===== src/rtl/bfdr_ram.sv =====
// generic single write port, single read port ram with registered read
module bfdr_ram #(
    parameter int WIDTH = 8,
    parameter int DEPTH = 504,
    localparam int AW = $clog2(DEPTH)
) (
    input  logic             aclk,
    input  logic             we,
    input  logic [AW-1:0]    waddr,
    input  logic [WIDTH-1:0] wdata,
    input  logic             re,
    input  logic [AW-1:0]    raddr,
    output logic [WIDTH-1:0] rdata
);

    logic [WIDTH-1:0] mem_reg [DEPTH];
    logic [WIDTH-1:0] rdata_reg;

    always_ff @(posedge aclk) begin
        if (we) begin
            mem_reg[waddr] <= wdata;
        end
        if (re) begin
            rdata_reg <= mem_reg[raddr];
        end
    end

    assign rdata = rdata_reg;

endmodule


===== config.mk =====
export PLATFORM = sky130hd
export DESIGN_NAME = bfdr_ram
export DESIGN_NICKNAME = d
export VERILOG_FILES = /design/src/rtl/bfdr_ram.sv
export SDC_FILE = /design/constraint.sdc
export NUM_CORES = 2
export LEC_CHECK = 0
export BUFFER_PORTS_ARGS = -buffer_cell sky130_fd_sc_hd__buf_4
export CAP_MARGIN = 20
export CORE_UTILIZATION = 45
export CTS_CLUSTER_DIAMETER = 120
export DETAILED_ROUTE_END_ITERATION = 8
export REMOVE_ABC_BUFFERS = 1
export SYNTH_ARGS = -nofsm -noshare
export SYNTH_HDL_FRONTEND = slang
export SYNTH_SLANG_ARGS = --single-unit

===== constraint.sdc =====
create_clock -name aclk -period 4.1 [get_ports aclk]
set_input_delay 0.615 -clock aclk [delete_from_list [all_inputs] [get_ports aclk]]
set_output_delay 0.615 -clock aclk [all_outputs]
set_load 0.03 [all_outputs]

Word level (Yosys, flattened, before mapping)
Memories as Yosys holds them, arrays and structs flattened. A register that Yosys moved wholly into a read port is not among the register bits.
Cells that the tools add are included.
W data, S select, Z words.
{ "word_totals": {"regBits": 0, "latch_bits": 0, "mem_bits_rw": 4032, "mem_bits_ro": 0, "output_inout_bits": 8, "elab_cells": 3, "mem_count": 1} }
{ "classes": {"add_sub_neg": 0, "n_mul": 0, "div_mod_pow": 0, "magnitude_cmp": 0, "n_eq_ne": 0, "shift": 0, "n_mux": 2, "bitwise": 0, "n_reduce_logical": 0} }
{ "mem_list": {"columns": ["memory", "depth", "word_bits", "rd", "rd_clocked_by_memory_dff", "write_ports", "line_no", "rtl"], "rows": [
  ["mem_reg", 504, 8, 1, 1, 1, "16", "logic [WIDTH-1:0] mem_reg [DEPTH];"]
]} }
{ "ops": {"columns": ["cell", "count"], "rows": [
  ["$mux W1", 2]
]} }

Logic depth before layout (Yosys ltp)
{ "logic_depth": {"ltp_word": 2, "mapped_depth": 15, "ltp_nobuf": 8} }

Worst setup path after synthesis
Ideal clock, no wire load.
{ "synth_path": {"path_kind": "input-to-reg", "start": "input port raddr[0]", "end": "register rdata_reg[0], in the netlist rdata[0], read port of mem_reg (data pin)", "setup_time_ns": 0.264, "t_arrival_ns": 2.811, "setup_slack_ns": 1.025, "path_stages": 10, "n_path_buf": 4, "cell_sequence": "buf_6 > buf_12 > buf_6 > buf_2 > mux4_2 > mux4_2 > a22oi_1 > a31oi_1 > a22oi_1 > o21ai_0"} }
{ "synth_lines": {"columns": ["element", "line_no", "rtl"], "rows": [
  ["start: declaration", "12", "input logic [AW-1:0] raddr,"],
  ["end: declaration", "17", "logic [WIDTH-1:0] rdata_reg;"]
]} }

==> key figures <==
Global route
  – Largest net degree at the start of global routing: 129
  – GRT Util Overall: 25.3%
  – First-pass GRT wire length: 625000 um
  – Met1 usage: 35.5%
  – Vias in the first global route: 80.3k
  – Met3 Use GR: 4.67%
  – Initial antenna violation count: 30
  – GRT busiest layer: met2
  – Grt met2 use: 39.8%
  – Total gr overflow: 0

Timing
  – Setup violations, final: 0
  – Pins over their slew limit: 0
  – Fin. Hold Viols: 0
  – Worst slew pin tran: 1.20 ns
  – Max Freq: 271 MHz
  – RSZ-0062 raised after global routing: no
  – Setup TNS: 0 ns
  – Minimum clock period: around 3.7 ns
  – Period utilisation layout: between 90 and 100%
  – Worst rel slew slack: 20.2%
  – Worst clock skew: roughly 0.055 ns
  – Fin Hold WS: 0.218 ns

Synthesis
  – Top cell type's share of synthesized area: 77.1%
  – Syn_area_per_cell: 21.4 um2
  – Syn Std Cell Area: between 150000 and 200000 um2
  – Post-synth EDFFs: 4040
  – Post-Syn Instances: 7358
  – Synth warnings: 0
  – Ys flop type: edfxtp_1
  – Area leader, netlist: edfxtp_1
  – Seq cells post-synth: 4040
  – Ys async rst share: 0%
  – Top cells by count, synth: 4040 x edfxtp_1, 927 x mux4_2, 581 x nor2_1
  – Sequential share of the synthesized area: 77.1%
  – Most common cell in the netlist: edfxtp_1
  – Yosys cell types: 62
  – Ranking of synthesized cells by area: edfxtp_1 77%, mux4_2 13%, mux2i_1 2.7%

Detailed routing
  – Total length of routed wires: 445000 um
  – Antenna-violating nets left: 0
  – Vias: slightly above 80k
  – Drt pass-1 iters: 6
  – DRT iter0 DRCs: 10.4k
  – Via/cell ratio: between 6 and 7
  – DRC errors left: 0
  – DR WL/cell: between 30 and 40 um

Placement
  – Port bufs: 36
  – Routability Congestion: 0.867
  – Post-DP Area: 168000 um2
  – DP HPWL: 283000 um
  – Cell count after placement: 12.2k

Critical path
  – CP endpoint kind: flip-flop
  – Critical Path RT: 4.76 ns
  – Worst Setup Start Kind: input port
  – CP Data Arrival Time: between 4 and 5 ns
  – Maximum fanout along the worst path: 14
  – Kind of critical path: input port to flip-flop

Finish
  – Number of filler cells placed in the layout: 27.0k
  – Max reg flops: 4032
  – Layout Cells excl Fill: 13.0k
  – Register area: 121000 um2
  – Syn-to-layout area delta: 15.1%
  – Nets: 8102
  – Layout cells sized above 1: 27.6%
  – Area of the multi-input gates: 33300 um2
  – Finished Cell Area: 181000 um2

Outcome
  – Status: completed

Job
  – Maxcap violations: 0

Clock tree
  – TritonCTS clock tree: built
  – # H-tree levels: 5
  – Num Clock Sinks: slightly above 4k
  – Total CTS buffers: 405
  – Hold_buf cts: 1
  – Reg clk slew, reported paths: 0.06 ns
  – Skew-Pair Late Insertion Delay: approximately 0.97 ns
  – Post-CTS Setup Inserts: 0
  – Root Driver: clkbuf_16
  – Post-CTS Resized: 0
  – Clock Path Buffers: 4

Floorplanning
  – Io pins: 37
  – Floorplan Core Area: 347000 um2
  – Die width: about 590 um
  – # rows: 216
  – Die area: about 350000 um2
  – Die Y: 593 um
  – Initial Utilization: 45.3%

Pwr
  – Overall power: 0.0877 W
  – Power Density: 485 nW/um2
  – Peak VDD IR: around 0.37 mV
  – Leakage: 57.6 nW

Hold path
  – Hold Crit Class: input port to flip-flop
-- critical path, cell delays in order --
cell	delay, ns
buf_16	0.18
buf_12	0.25
buf_4	0.25
buf_4	0.17
mux4_2	0.54
a22o_1	0.27
a221oi_1	0.57
a22oi_1	0.19
o21ai_0	0.18
buf_4	0.17
o211ai_1	0.23
o211ai_1	0.45
nor3_1	0.10
-- logic make-up after synthesis --
group                  Yosys count  share of synthesized area [%]
AOI/OAI and AO/OA              611                           2.66
buffers and inverters          463                           1.83
DFF                           4040                           77.1
muxes                         1367                           16.1
and+or+nand+nor                877                           2.31
-- per-layer routing --
metal,vias up,part of all wire [%]
li1,32364,-
met1,43253,40
met2,4078,47
met3,770,9.0
met4,4,3.9
met5,-,0.0061
-- final cells by class --
class / count / area share [%]
inverters: 6 / 0.0200
clock inverters: 243 / 1.43
diodes: 13 / 0.0180
clock buffers: 498 / 5.90
well taps: 4578 / 3.16
repair buffers: 765 / 4.05
flip-flops and latches: 4040 / 67.0
multi-input cells: 2855 / 18.4
-- where the power goes --
part | total (W) | internal, W | switching, W
clock | 0.0373 | 0.0216 | 0.0157
combinational | 0.00486 | 0.00172 | 0.00313
sequential | 0.0455 | 0.0455 | 0.0000442
total | 0.0877 | 0.0688 | 0.0189
-- final timing paths --
kind / start / endpoint / slack, ns / cells after the start
max: raddr[0] / rdata[2]$_DFFE_PP_ / 0.40 / 13
max reg2reg: mem_reg[187][2]$_DFFE_PP_ / rdata[2]$_DFFE_PP_ / 0.75 / 9
min: wdata[7] / mem_reg[184][7]$_DFFE_PP_ / 0.22 / 1
min reg2reg: mem_reg[135][3]$_DFFE_PP_ / rdata[3]$_DFFE_PP_ / 1.28 / 6
-- metrics by stage --
stage	worst slack [ns]	utilization, %
6_report	0.403	52.2
5_1_grt	0.423	52.2
4_1_cts	0.517	52.2
3_5_place_dp	-0.454	48.3
3_3_place_gp	-0.594	48.3
2_1_floorplan	-1.34	-
-- cell usage in the layout (no fill, tap or decap), types with 10 or more instances in the layout --
cell        netlist  routed
a221oi_1         13      13
clkbuf_16         0     414
o221ai_1        144     144
diode_2           0      13
a21oi_1         110     110
mux2i_1         428     428
a211oi_1         17      17
clkinv_1          0      82
mux4_2          927     927
a22oi_1          44      44
clkinvlp_4        0      16
nand3_1          38      34
buf_4            39     634
buf_8            19      10
edfxtp_1       4040    4040
o22ai_1         109     109
and2_1           15      15
a31oi_1          16      16
nor2_1          581     575
clkbuf_1        190      84
buf_12            1     118
clkinv_2          0      76
nand2_1         128     115
o21ai_0          94      94
nor3_1           48      48
nor4_1           12      12
nand2_4           0      13
mux2_2           12      12
bufinv_16         0      50
Note: power is estimated with default switching activity, not from simulation.
